--- config.mk ---
export PLATFORM = sky130hd
export DESIGN_NAME = stepper_position_servo_tick
export DESIGN_NICKNAME = d
export VERILOG_FILES = /design/src/rtl/sps_pkg.sv /design/src/rtl/sps_mul.sv /design/src/rtl/sps_cfg.sv /design/src/rtl/stepper_position_servo_tick.sv
export VERILOG_INCLUDE_DIRS = /design/src /design/src/rtl
export SDC_FILE = /design/constraint.sdc
export NUM_CORES = 2
export LEC_CHECK = 0
export ABC_AREA = 1
export BUFFER_PORTS_ARGS = -buffer_cell sky130_fd_sc_hd__buf_2
export CAP_MARGIN = 10
export CORE_MARGIN = 4
export CORE_UTILIZATION = 35
export CTS_CLUSTER_SIZE = 24
export DETAILED_ROUTE_END_ITERATION = 10
export PLACE_DENSITY = 0.57
export SYNTH_ARGS = -nofsm -noshare
export SYNTH_HDL_FRONTEND = slang
export SYNTH_SLANG_ARGS = --single-unit
export TNS_END_PERCENT = 100
--- constraint.sdc ---
create_clock -name clk -period 8.6 [get_ports clk]
set_input_delay 1.72 -clock clk [delete_from_list [all_inputs] [get_ports clk]]
set_output_delay 1.72 -clock clk [all_outputs]
set_load 0.02 [all_outputs]
--- src/rtl/stepper_position_servo_tick_defines.svh ---
// Assertion macros shared by the servo tick files.
// They expect signals named clk and rst in the scope where they are used.
`ifndef STEPPER_POSITION_SERVO_TICK_DEFINES_SVH
`define STEPPER_POSITION_SERVO_TICK_DEFINES_SVH

// The consequence must hold in the same cycle as the condition.
`define SPS_CHECK(lbl, cond, prop) lbl: assert property (@(posedge clk) disable iff (rst) \
  (cond) |-> (prop)) else $error("servo tick check failed");

// The consequence must hold in the cycle after the condition.
`define SPS_CHECK_NEXT(lbl, cond, prop) lbl: assert property (@(posedge clk) disable iff (rst) \
  (cond) |=> (prop)) else $error("servo tick check failed");

`endif

--- src/rtl/sps_pkg.sv ---
package sps_pkg;

  // Defaults for the top-level parameters.
  localparam int DEF_LAP_COUNTS   = 51200;
  localparam int DEF_TICK_RATE_HZ = 20000;

  // Datapath widths.
  localparam int MUL_W  = 18;          // signed multiplier operand width
  localparam int PROD_W = 2 * MUL_W;   // full product width
  localparam int DIFF_W = 18;          // unwrapped angle step
  localparam int ERR_W  = 13;          // clamped position and speed errors
  localparam int INT_W  = 25;          // integral and total current sums
  localparam int CUR_W  = 13;          // drive current
  localparam int GAIN_W = 11;
  localparam int RATED_W = 12;

  // Controller constants.
  localparam int LIM_POS      = 3200;
  localparam int LIM_SPEED    = 4000;
  localparam int DRIVE_OFFSET = 80;
  localparam int SPEED_SHIFT  = 5;
  localparam int VERR_SHIFT   = 7;
  localparam int INT_SHIFT    = 7;
  localparam int OUT_SHIFT    = 10;
  localparam int GAIN_MAX     = 1024;
  localparam int RATED_RESET  = 3000;

  // Configuration port.
  localparam int CFG_IDX_W  = 3;
  localparam int CFG_DATA_W = 12;

  localparam logic [CFG_IDX_W-1:0] REG_GAIN_POSITION       = 3'd0;
  localparam logic [CFG_IDX_W-1:0] REG_GAIN_INTEGRAL       = 3'd1;
  localparam logic [CFG_IDX_W-1:0] REG_GAIN_SPEED_INTEGRAL = 3'd2;
  localparam logic [CFG_IDX_W-1:0] REG_GAIN_DAMPING        = 3'd3;
  localparam logic [CFG_IDX_W-1:0] REG_RATED_CURRENT       = 3'd4;
  localparam logic [CFG_IDX_W-1:0] REG_STOP_MODE           = 3'd5;

  // Output codes.
  localparam logic [1:0] MODE_SLEEP = 2'd0;
  localparam logic [1:0] MODE_BRAKE = 2'd1;
  localparam logic [1:0] MODE_DRIVE = 2'd2;

  localparam logic [1:0] RUN_STOPPED = 2'd0;
  localparam logic [1:0] RUN_AT_GOAL = 2'd1;
  localparam logic [1:0] RUN_MOVING  = 2'd2;

  typedef struct packed {
    logic [GAIN_W-1:0]  gain_position;
    logic [GAIN_W-1:0]  gain_integral;
    logic [GAIN_W-1:0]  gain_speed_integral;
    logic [GAIN_W-1:0]  gain_damping;
    logic [RATED_W-1:0] rated_current;
    logic               stop_mode;
  } cfg_t;

endpackage

--- src/rtl/sps_mul.sv ---
module sps_mul import sps_pkg::*; (
  input  logic                     clk,
  input  logic signed [MUL_W-1:0]  a,
  input  logic signed [MUL_W-1:0]  b,
  output logic signed [PROD_W-1:0] prod
);

  // Registered product; the sequencer reads it in the cycle after it sets up the operands.
  always_ff @(posedge clk) begin
    prod <= a * b;
  end

endmodule

--- src/rtl/sps_cfg.sv ---
module sps_cfg import sps_pkg::*; (
  input  logic                  clk,
  input  logic                  rst,
  input  logic                  wr_en,
  input  logic [CFG_IDX_W-1:0]  wr_index,
  input  logic [CFG_DATA_W-1:0] wr_data,
  output cfg_t                  cfg
);

  logic [GAIN_W-1:0] gain;
  logic              gain_ok;

  assign gain    = wr_data[GAIN_W-1:0];
  assign gain_ok = (gain <= GAIN_W'(GAIN_MAX));

  always_ff @(posedge clk) begin
    if (rst) begin
      cfg.gain_position       <= '0;
      cfg.gain_integral       <= '0;
      cfg.gain_speed_integral <= '0;
      cfg.gain_damping        <= '0;
      cfg.rated_current       <= RATED_W'(RATED_RESET);
      cfg.stop_mode           <= 1'b0;
    end else if (wr_en) begin
      // Gain values (the low GAIN_W bits of the data) above the limit are dropped and the old value stays.
      unique case (wr_index)
        REG_GAIN_POSITION: begin
          if (gain_ok) cfg.gain_position <= gain;
        end
        REG_GAIN_INTEGRAL: begin
          if (gain_ok) cfg.gain_integral <= gain;
        end
        REG_GAIN_SPEED_INTEGRAL: begin
          if (gain_ok) cfg.gain_speed_integral <= gain;
        end
        REG_GAIN_DAMPING: begin
          if (gain_ok) cfg.gain_damping <= gain;
        end
        REG_RATED_CURRENT: begin
          cfg.rated_current <= wr_data[RATED_W-1:0];
        end
        REG_STOP_MODE: begin
          cfg.stop_mode <= wr_data[0];
        end
        default: begin
        end
      endcase
    end
  end

endmodule

--- src/rtl/stepper_position_servo_tick.sv ---
// A drive tick runs DIFF, POS, SPD, PERR, VERR, I1 to I4 and FIN; a sleep or brake tick
// goes from SPD to FIN. A new tick is taken only in IDLE, after the last one left FIN; the
// first tick only seeds the position. One shared 18x18 multiplier serves five products a
// drive tick, one a sleep or brake tick. A finished result waits in the output register,
// and the next tick is taken meanwhile. Reset (synchronous, active high) restores the
// register defaults, clears the servo state, and drops any pending result.
`include "stepper_position_servo_tick_defines.svh"

module stepper_position_servo_tick import sps_pkg::*; #(
  parameter int LAP_COUNTS   = DEF_LAP_COUNTS,
  parameter int TICK_RATE_HZ = DEF_TICK_RATE_HZ
) (
  input  logic                  clk,
  input  logic                  rst,
  input  logic                  in_valid,
  output logic                  in_ready,
  input  logic [15:0]           lap_angle,
  input  logic signed [31:0]    goal_position,
  input  logic signed [31:0]    target_speed,
  input  logic                  stall_req,
  input  logic                  soft_off,
  input  logic                  soft_stop,
  output logic                  out_valid,
  input  logic                  out_ready,
  output logic [1:0]            drive_mode,
  output logic signed [31:0]    drive_position,
  output logic signed [12:0]    drive_current,
  output logic [1:0]            run_state,
  output logic signed [31:0]    speed_estimate,
  input  logic                  cfg_valid,
  output logic                  cfg_ready,
  input  logic [CFG_IDX_W-1:0]  cfg_index,
  input  logic [CFG_DATA_W-1:0] cfg_data
);

  typedef enum logic [10:0] {
    S_IDLE = 11'b00000000001,
    S_DIFF = 11'b00000000010,
    S_POS  = 11'b00000000100,
    S_SPD  = 11'b00000001000,
    S_PERR = 11'b00000010000,
    S_VERR = 11'b00000100000,
    S_I1   = 11'b00001000000,
    S_I2   = 11'b00010000000,
    S_I3   = 11'b00100000000,
    S_I4   = 11'b01000000000,
    S_FIN  = 11'b10000000000
  } state_t;

  localparam logic signed [DIFF_W-1:0] LAP_FULL = DIFF_W'(LAP_COUNTS);
  localparam logic signed [DIFF_W-1:0] LAP_HALF = DIFF_W'(LAP_COUNTS / 2);
  localparam logic signed [31:0]       POS_LIM  = 32'(LIM_POS);
  localparam logic signed [31:0]       SPD_LIM  = 32'(LIM_SPEED);

  cfg_t   cfg;
  state_t state, state_next;

  // Servo state.
  logic                      started;
  logic [15:0]               last_angle;
  logic [31:0]               position;
  logic [SPEED_SHIFT-1:0]    speed_rem;
  logic [31:0]               speed;
  logic [INT_SHIFT-1:0]      integ_rem;
  logic signed [INT_W-1:0]   integ_sum;

  // Latched tick inputs and working registers.
  logic [15:0]               angle_r;
  logic [31:0]               goal_p_r;
  logic [31:0]               goal_s_r;
  logic                      stall_r;
  logic                      off_r;
  logic                      stop_r;
  logic signed [DIFF_W-1:0]  diff_r;
  logic signed [ERR_W-1:0]   perr;
  logic signed [ERR_W-1:0]   verr;
  logic signed [INT_W-1:0]   rem_acc;
  logic signed [INT_W-1:0]   total;

  // Shared multiplier.
  logic signed [MUL_W-1:0]   mul_a, mul_b;
  logic signed [PROD_W-1:0]  prod;
  logic signed [INT_W-1:0]   prod_lo;

  // Combinational helpers.
  logic signed [DIFF_W-1:0]  raw_diff, diff_next;
  logic [31:0]               spd_sum;
  logic signed [31:0]        pos_err, vel_err;
  logic signed [ERR_W-1:0]   perr_next, verr_next;
  logic signed [INT_W-1:0]   step, isum, ilim, integ_next;
  logic signed [INT_W-1:0]   cur_wide, rated_wide;
  logic signed [CUR_W-1:0]   cur;
  logic signed [12:0]        rated_lim;
  logic                      cur_in_range, outputs_cleared;
  logic [1:0]                mode_next, run_next;
  logic [31:0]               dpos_next;
  logic                      in_xfer, out_load;

  sps_cfg u_cfg (
    .clk      (clk),
    .rst      (rst),
    .wr_en    (cfg_valid && cfg_ready),
    .wr_index (cfg_index),
    .wr_data  (cfg_data),
    .cfg      (cfg)
  );

  sps_mul u_mul (
    .clk  (clk),
    .a    (mul_a),
    .b    (mul_b),
    .prod (prod)
  );

  assign cfg_ready = 1'b1;
  assign in_ready  = (state == S_IDLE);
  assign in_xfer   = in_valid && in_ready;
  assign out_load  = (state == S_FIN) && (!out_valid || out_ready);
  assign prod_lo   = prod[INT_W-1:0];

  // Multiplier operands for the product that is consumed in the following state.
  always_comb begin
    mul_a = '0;
    mul_b = '0;
    unique case (state)
      S_POS: begin
        mul_a = diff_r;
        mul_b = MUL_W'(TICK_RATE_HZ);
      end
      S_VERR: begin
        mul_a = MUL_W'(perr);
        mul_b = MUL_W'(cfg.gain_integral);
      end
      S_I1: begin
        mul_a = MUL_W'(verr);
        mul_b = MUL_W'(cfg.gain_speed_integral);
      end
      S_I2: begin
        mul_a = MUL_W'(perr);
        mul_b = MUL_W'(cfg.gain_position);
      end
      S_I3: begin
        mul_a = MUL_W'(verr);
        mul_b = MUL_W'(cfg.gain_damping);
      end
      default: begin
      end
    endcase
  end

  // Angle unwrap: the step is moved by at most one lap.
  always_comb begin
    raw_diff = $signed({2'b00, angle_r}) - $signed({2'b00, last_angle});
    if (raw_diff > LAP_HALF) begin
      diff_next = raw_diff - LAP_FULL;
    end else if (raw_diff < -LAP_HALF) begin
      diff_next = raw_diff + LAP_FULL;
    end else begin
      diff_next = raw_diff;
    end
  end

  // Speed filter: sum of the step times the tick rate, 31 times the old estimate and the remainder.
  assign spd_sum = 32'(speed_rem) + prod[31:0] + ({speed[31-SPEED_SHIFT:0], {SPEED_SHIFT{1'b0}}}
                   - speed);

  always_comb begin
    pos_err = $signed(goal_p_r - position);
    if (pos_err > POS_LIM) begin
      perr_next = ERR_W'(LIM_POS);
    end else if (pos_err < -POS_LIM) begin
      perr_next = -ERR_W'(LIM_POS);
    end else begin
      perr_next = pos_err[ERR_W-1:0];
    end

    vel_err = $signed(goal_s_r - speed) >>> VERR_SHIFT;
    if (vel_err > SPD_LIM) begin
      verr_next = ERR_W'(LIM_SPEED);
    end else if (vel_err < -SPD_LIM) begin
      verr_next = -ERR_W'(LIM_SPEED);
    end else begin
      verr_next = vel_err[ERR_W-1:0];
    end
  end

  // Integral update: whole steps leave the remainder, the sum is clamped to rated << 10.
  always_comb begin
    step = rem_acc >>> INT_SHIFT;
    isum = integ_sum + step;
    ilim = INT_W'({cfg.rated_current, {OUT_SHIFT{1'b0}}});
    if (isum > ilim) begin
      integ_next = ilim;
    end else if (isum < -ilim) begin
      integ_next = -ilim;
    end else begin
      integ_next = isum;
    end
  end

  // Result assembly.
  always_comb begin
    rated_wide = INT_W'(cfg.rated_current);
    cur_wide   = total >>> OUT_SHIFT;
    if (cur_wide > rated_wide) begin
      cur = CUR_W'(rated_wide);
    end else if (cur_wide < -rated_wide) begin
      cur = CUR_W'(-rated_wide);
    end else begin
      cur = cur_wide[CUR_W-1:0];
    end

    if (cur > 0) begin
      dpos_next = position + 32'(DRIVE_OFFSET);
    end else if (cur < 0) begin
      dpos_next = position - 32'(DRIVE_OFFSET);
    end else begin
      dpos_next = position;
    end

    if (stall_r || off_r) begin
      mode_next = MODE_SLEEP;
    end else if (stop_r) begin
      mode_next = MODE_BRAKE;
    end else begin
      mode_next = MODE_DRIVE;
    end

    if (cfg.stop_mode) begin
      run_next = RUN_STOPPED;
    end else if (position == goal_p_r && speed == '0) begin
      run_next = RUN_AT_GOAL;
    end else begin
      run_next = RUN_MOVING;
    end
  end

  always_comb begin
    state_next = state;
    unique case (state)
      S_IDLE: begin
        if (in_xfer && started) state_next = S_DIFF;
      end
      S_DIFF: state_next = S_POS;
      S_POS:  state_next = S_SPD;
      S_SPD: begin
        state_next = (stall_r || off_r || stop_r) ? S_FIN : S_PERR;
      end
      S_PERR: state_next = S_VERR;
      S_VERR: state_next = S_I1;
      S_I1:   state_next = S_I2;
      S_I2:   state_next = S_I3;
      S_I3:   state_next = S_I4;
      S_I4:   state_next = S_FIN;
      S_FIN: begin
        if (out_load) state_next = S_IDLE;
      end
      default: state_next = S_IDLE;
    endcase
  end

  always_ff @(posedge clk) begin
    if (rst) begin
      state      <= S_IDLE;
      started    <= 1'b0;
      last_angle <= '0;
      position   <= '0;
      speed_rem  <= '0;
      speed      <= '0;
      integ_rem  <= '0;
      integ_sum  <= '0;
    end else begin
      state <= state_next;
      unique case (state)
        S_IDLE: begin
          // The first tick only seeds the position.
          if (in_xfer && !started) begin
            started    <= 1'b1;
            last_angle <= lap_angle;
            position   <= 32'(lap_angle);
          end
        end
        S_DIFF: last_angle <= angle_r;
        S_POS:  position <= position + 32'(diff_r);
        S_SPD: begin
          speed     <= 32'($signed(spd_sum) >>> SPEED_SHIFT);
          speed_rem <= spd_sum[SPEED_SHIFT-1:0];
        end
        S_I3: begin
          integ_rem <= rem_acc[INT_SHIFT-1:0];
          integ_sum <= integ_next;
        end
        default: begin
        end
      endcase
    end
  end

  // Working registers carry no reset.
  always_ff @(posedge clk) begin
    if (in_xfer) begin
      angle_r  <= lap_angle;
      goal_p_r <= goal_position;
      goal_s_r <= target_speed;
      stall_r  <= stall_req;
      off_r    <= soft_off;
      stop_r   <= soft_stop;
    end
    if (state == S_DIFF) diff_r <= diff_next;
    if (state == S_PERR) perr <= perr_next;
    if (state == S_VERR) verr <= verr_next;
    if (state == S_I1) rem_acc <= INT_W'(integ_rem) + prod_lo;
    if (state == S_I2) rem_acc <= rem_acc + prod_lo;
    if (state == S_I3) total <= prod_lo;
    if (state == S_I4) total <= total + integ_sum + prod_lo;
  end

  always_ff @(posedge clk) begin
    if (rst) begin
      out_valid <= 1'b0;
    end else if (out_load) begin
      out_valid <= 1'b1;
    end else if (out_ready) begin
      out_valid <= 1'b0;
    end
  end

  always_ff @(posedge clk) begin
    if (out_load) begin
      drive_mode     <= mode_next;
      run_state      <= run_next;
      speed_estimate <= speed;
      if (mode_next == MODE_DRIVE) begin
        drive_position <= dpos_next;
        drive_current  <= cur;
      end else begin
        drive_position <= '0;
        drive_current  <= '0;
      end
    end
  end

  assign rated_lim       = {1'b0, cfg.rated_current};
  assign cur_in_range    = (drive_current <= rated_lim) && (drive_current >= -rated_lim);
  assign outputs_cleared = (drive_position == '0) && (drive_current == '0);

  `SPS_CHECK(a_cur_limit, out_valid && drive_mode == MODE_DRIVE, cur_in_range)
  `SPS_CHECK(a_idle_zero, out_valid && drive_mode != MODE_DRIVE, outputs_cleared)
  `SPS_CHECK_NEXT(a_seed, in_xfer && !started, state == S_IDLE && started)

endmodule
# --- Word-level counts from Yosys, hierarchy flattened ---
# Cells that the tools add are included.
word_totals:
  output_inout_bits: 84
  reg_bits: 467
  input_bits: 103
  elab_cells: 147
op_classes:
  magnitude_cmp: 13
  eq_ne: 21
  n_reduce_logical: 31
  addsub: 18
  n_mul: 1
  mux: 29
ops:
  columns: ["op", "n"]
  rows:
  - ["$mux 25", 6]
  - ["$pmux 11 s11", 1]
  - ["$mux 32", 3]
  - ["$sub 32x32->32", 3]
  - ["$add 25x25->25", 3]
  - ["$pmux 15 s5", 1]
  - ["$add 32x32->32", 2]
  - ["$pmux 32 s2", 1]
  - ["$pmux 18 s3", 1]
  - ["$mux 13", 4]
  - ["$mux 18", 2]
  - ["$mux 11", 3]
  - ["$add 32x7->32 const B", 1]
  - ["$add 5x32->32", 1]
  - ["$eq 32x32->1", 1]
  - ["$gt 32x13->1 const B", 1]
  - ["$logic_not 32->1", 1]
  - ["$lt 32x13->1 const B", 1]
  - ["$mul 18x16->32", 1]
  - ["$pmux 16 s2", 1]
  - ["$sub 32x7->32 const B", 1]
  - ["$add 25x18->25", 1]
  - ["$add 7x25->25", 1]
  - ["$gt 25x13->1 const B", 1]
  - ["43 further kinds", 71]

# --- Depth between registers and ports, before layout ---
logic_depth:
  word_depth: 7
  depth_mapped: 40
  mapped_depth_nobuf: 39

# --- By module ---
# A second synthesis with hierarchy kept.
unflattened:
  cells_unflattened: 6261
  area_unflattened_um2: 47419.2
by_module_without_submodules:
  columns: ["module", "area_each_um2", "seq_area_each_um2", "cells_per_inst", "instances"]
  rows:
  - ["stepper_position_servo_tick", 30640.6, 10099.7, 4003, 1]
  - ["sps_mul", 14094.8, 720.7, 1849, 1]
  - ["sps_cfg", 2683.8, 1141.1, 409, 1]

# --- Worst setup path before layout ---
# OpenSTA, ideal clock, no wires.
synth_path:
  path_type: "flip-flop to flip-flop"
  start: "register state[10]"
  end: "register u_mul.prod[29]"
  stages_incl_launch_ff: 34
  path_slack_ns: 1.320
  n_path_buf: 2
  setup_ns: 0.072
  period_less_slack_ns: 7.280
  t_arrival_ns: 7.209
  required_ns: 8.528
  path_cell_list: "dfxtp_1 nor2_1 nand2_1 nor2_1 inv_1 nor2_1 clkbuf_1 a211oi_1 inv_1 clkbuf_1 nand2_1 fa_1 fa_1 fa_1 inv_1 fa_1 fa_1 inv_1 fa_1 inv_1 ha_1 nand2_1 nor2_1 inv_1 nor3_1 nand2_1 nand2_1 a21boi_0 o21ai_0 nand2_1 inv_1 nor2_1 o21ai_0 xor2_1"
synth_via:
  elab_chain_cells: 4
  word_cells_on_any_way: 10
  cone_classes: "mul (1); eq/ne (5); mux (2); reduce/logical (2)"
synth_lines:
  columns: ["item", "line", "text"]
  rows:
  - ["start, declared", "stepper_position_servo_tick.sv:56", "state_t state, state_next;"]
  - ["start signal, assigned", "stepper_position_servo_tick.sv:273", "state <= state_next;"]
  - ["$eq 11x7->1 (tied with other cells)", "stepper_position_servo_tick.sv:125", "unique case (state)"]
  - ["$reduce_or 2->1 (no line)", null, null]
  - ["$pmux 18 s3", "stepper_position_servo_tick.sv:125", null]
  - ["$mul 18x16->32 (*)", "sps_mul.sv:10", "prod <= a * b;"]
  - ["end signal, assigned", "sps_mul.sv:10", null]
  - ["end, declared", "sps_mul.sv:5", "output logic signed [PROD_W-1:0] prod"]
# Every way passes the cells marked *; elsewhere a longest branch is shown, timed or not.
# A chain may end at the register's enable or synchronous reset.

# --- Worst setup path after layout ---
layout_path:
  start: "register state[0]"
  end: "register u_mul.prod[30]"
# Same word-level chain as after synthesis.

==> run summary <==
Outcome
• **result of the run** finished, final reports clean

Synthesis
• **area share of the leading cell type in the synthesized netlist** 17.1%
• **post-synthesis register bit count** 467
• **distinct cell type count after synthesis** 64
• **top post-synthesis cells by area** edfxtp_1 (17%), fa_1 (13%), ha_1 (11%)
• **most frequently used flop master after synthesis** edfxtp_1
• **proportion of register bits with asynchronous set or reset after synthesis** 0%
• **share of synthesized area occupied by flip-flops and latches** 26.8%
• **Synth Cell Area** 44,300 um^2
• **cell taking the most area after synthesis** edfxtp_1
• **post-synthesis instance total** 5,896
• **Post-synth EDFFs** 253
• **post-synthesis net count** 6,665
• **synthesized area divided by synthesized cell count** 7.51 um^2
• **Yosys warning total** 0

Die
• **number of I/O pins** 187
• **horizontal die dimension** 364 um
• **Core Region** 126,000 um^2
• **Total Die Area** 132,000 um^2
• **FP Rows** 130
• **initial cell density of the core** 35.2%
• **die height** 364 um

Timing
• **worst-case clock skew** 0.0559 ns
• **final setup fails** 0
• **achievable clock frequency** 124 MHz
• **final setup TNS** 0 ns
• **relative slew slack** 25.8%
• **slew of the pin with the lowest slew margin** 1.11 ns
• **setup repair after global routing missed its margin** no
• **Final Cycle Share** 93.4%
• **minimum period implied by the final worst setup slack** 8.04 ns
• **max-slew violations** 0
• **worst hold slack after final layout** 0.457 ns
• **hold violation total from the final report** 0

Run
• **max-cap violations** 0

Pwr
• **Clk pwr share** 29.9%
• **Worst VDD drop** 218 uV
• **part of the total power dissipated in sequential elements** 32.5%
• **switching power as a share of total power** 40.0%
• **combinational share of power** 37.5%
• **standby leakage power** 23.7 nW
• **Int Power** 0.00519 W
• **Pwr per Cell Area** 176 nW/um^2
• **net switching power** 0.00346 W

Route
• **DRC violation count after routing** 0
• **routed length per instance** 19.7 um
• **Avg Vias per Cell** 5.20
• **number of design-rule violations left by the first detailed-router iteration** 3,417
• **total length of routed wires** 153,000 um
• **iteration count of the initial detailed-routing pass** 5
• **vias** 40,259
• **post-route ant nets** 0

Critical path
• **CP endpoint kind** flop
• **slowest stage cell, crit path** fa_1
• **startpoint-to-endpoint class of the critical path** reg2reg
• **slowest stage delay, CP** 0.75 ns
• **CP startpoint kind** flop
• **worst-path maximum fanout** 19
• **Data arrival, critical path** 8.63 ns
• **flop-to-flop setup slack** 0.56 ns
• **Worst EP required** 9.20 ns
• **CP most frequent cell** nand2_1

Place
• **Placed Cells** 7,639
• **area of placed instances** 47,100 um^2
• **count of input and output buffers** 185
• **RePlAce Congestion** 0.953
• **detailed placement HPWL** 125,000 um

Clock tree
• **Max clock buf depth** 3
• **post-CTS setup buffers** 0
• **Skew-Pair Late Insertion Delay** 0.70 ns
• **Inserted Clock Buffers** 56
• **Resize count post-CTS** 0
• **Root Driver** clkbuf_16
• **clock tree from TritonCTS** built
• **Clock Pin Slew Worst Setup and Hold Paths** 0.06 ns
• **H-tree depth reported by CTS** 2
• **hold bufs inserted after CTS** 0
• **number of sinks on the clock net** 467

Layout
• **fillcell total** 13,110
• **Layout Area Growth over Synthesis** 10.8%
• **share of layout cells above drive strength 1** 6.40%
• **post-route design area** 49,100 um^2
• **non-filler cells, final** 7,748
• **sequential cell area in the final layout** 11,900 um^2
• **core utilization of the finished layout** 39.0%
• **multi-input combinational cell area** 27,800 um^2
• **Post-layout nets** 6,816

GRT
• **antenna violations before repair** 2
• **wire length of the first global-routing pass** 233,000 um
• **total global routing overflow** 0
• **vias in the first global route** 38,980
• **gr usage total** 22.8%
• **pin count of the biggest net entering global routing** 78

Worst hold path
• **classification of the worst-slack hold path** reg2reg

==> area by class of cell <==
| cell class | instances | share of cell area [%] |
|---|---|---|
| antenna | 4 | 0.0204 |
| clock buffer | 70 | 3.14 |
| clock inverter | 35 | 0.898 |
| inverter | 1093 | 8.37 |
| multi-input combinational | 4199 | 56.6 |
| sequential | 467 | 24.2 |
| tap | 1650 | 4.21 |
| timing repair buffer | 230 | 2.58 |
==> layer usage <==
layer	track usage [%]	routed length, um	up-vias
li1	-	-	19430
met1	32.2	70000	19420
met3	2.70	9780	188
met4	6.32	4540	0
met2	36.7	68200	1221
met5	0	0	-
==> layout by cell type (no fill, tap or decap), types with 37 or more instances in the layout <==
master     netlist  routed
buf_4            7      46
nand4_1         64      64
nor2_1         506     504
buf_2            8     184
nor4_1          37      37
nor3_1          76      76
clkbuf_16        0      60
nand3_1        276     276
edfxtp_1       253     253
dfxtp_1        214     214
inv_1         1076    1074
xor2_1         159     159
o21ai_0        391     391
ha_1           380     380
nand2_1       1204    1202
fa_1           286     286
xnor2_1         80      80
a21oi_1        457     457
==> synthesized netlist by cell type (18+ instances only) <==
| master | number |
|---|---|
| inv_1 | 1076 |
| or2_2 | 28 |
| dfxtp_1 | 214 |
| nor4_1 | 37 |
| a211oi_1 | 19 |
| nand4_1 | 64 |
| nor3_1 | 76 |
| ha_1 | 380 |
| o21ai_0 | 391 |
| o21bai_1 | 26 |
| clkbuf_1 | 109 |
| o211ai_1 | 18 |
| nor2_1 | 506 |
| fa_1 | 286 |
| a31oi_1 | 36 |
| a21o_1 | 25 |
| nand3_1 | 276 |
| xor2_1 | 159 |
| a21oi_1 | 457 |
| xnor2_1 | 80 |
| nand2_1 | 1204 |
| edfxtp_1 | 253 |
==> state kept, by name, summed over array words and instances (netlist names), 2 cells and up <==
| signal | cells |
|---|---|
| u_cfg.cfg | 57 |
| drive_position | 32 |
| goal_p_r | 32 |
| goal_s_r | 32 |
| position | 32 |
| u_mul.prod | 32 |
| speed | 27 |
| speed_estimate | 27 |
| integ_sum | 25 |
| rem_acc | 25 |
| total | 25 |
| diff_r | 18 |
| angle_r | 16 |
| last_angle | 16 |
| drive_current | 13 |
| perr | 13 |
| verr | 13 |
| state | 11 |
| integ_rem | 7 |
| speed_rem | 5 |
| drive_mode | 2 |
| run_state | 2 |
==> worst paths after layout <==
path	from	end	cells past startpoint
worst max-delay path	state[0]	u_mul.prod[30]	30
worst min-delay path	u_cfg.cfg[51]	u_cfg.cfg[51]	2
worst max register to register	state[0]	u_mul.prod[30]	30
worst min register to register	u_cfg.cfg[51]	u_cfg.cfg[51]	2
==> cell families (layout without fill, tap and decap cells) <==
family	Yosys count	after routing	synth area share, %
mux	1	1	0.0226
flops	467	467	26.8
xor+xnor	239	239	4.73
buf+inv	1230	1428	10.6
other cells	1	5	0.00846
compound gates	1067	1067	13.3
fa+ha+maj	666	666	23.7
simple gates	2225	2225	20.9
==> stage by stage <==
stage	power [W]	setup WS (ns)
3_5_place_dp	0.00606	0.515
6_report	0.00865	0.564
2_1_floorplan	0.00513	1.32
4_1_cts	0.00868	0.447
3_3_place_gp	0.00603	0.791
5_1_grt	0.00922	0.0780
==> critical path, delay by kind of cell (launching register included) <==
kind / cells / cell delay, ns
xor+xnor: 1 / 0.14
buf+inv: 8 / 1.15
compound gates: 2 / 0.76
simple gates: 12 / 1.68
flops: 1 / 0.37
fa+ha+maj: 7 / 3.83
==> power groups by stage <==
stage | Clock (W) | Combinational (W) | Sequential (W)
global placement | 0 | 0.00318 | 0.00286
CTS | 0.00266 | 0.00322 | 0.00281
global route | 0.00273 | 0.00366 | 0.00283
finish | 0.00259 | 0.00325 | 0.00281
floorplan | 0 | 0.00233 | 0.00280
detailed placement | 0 | 0.00320 | 0.00286
(Power assumes the default switching activity.)
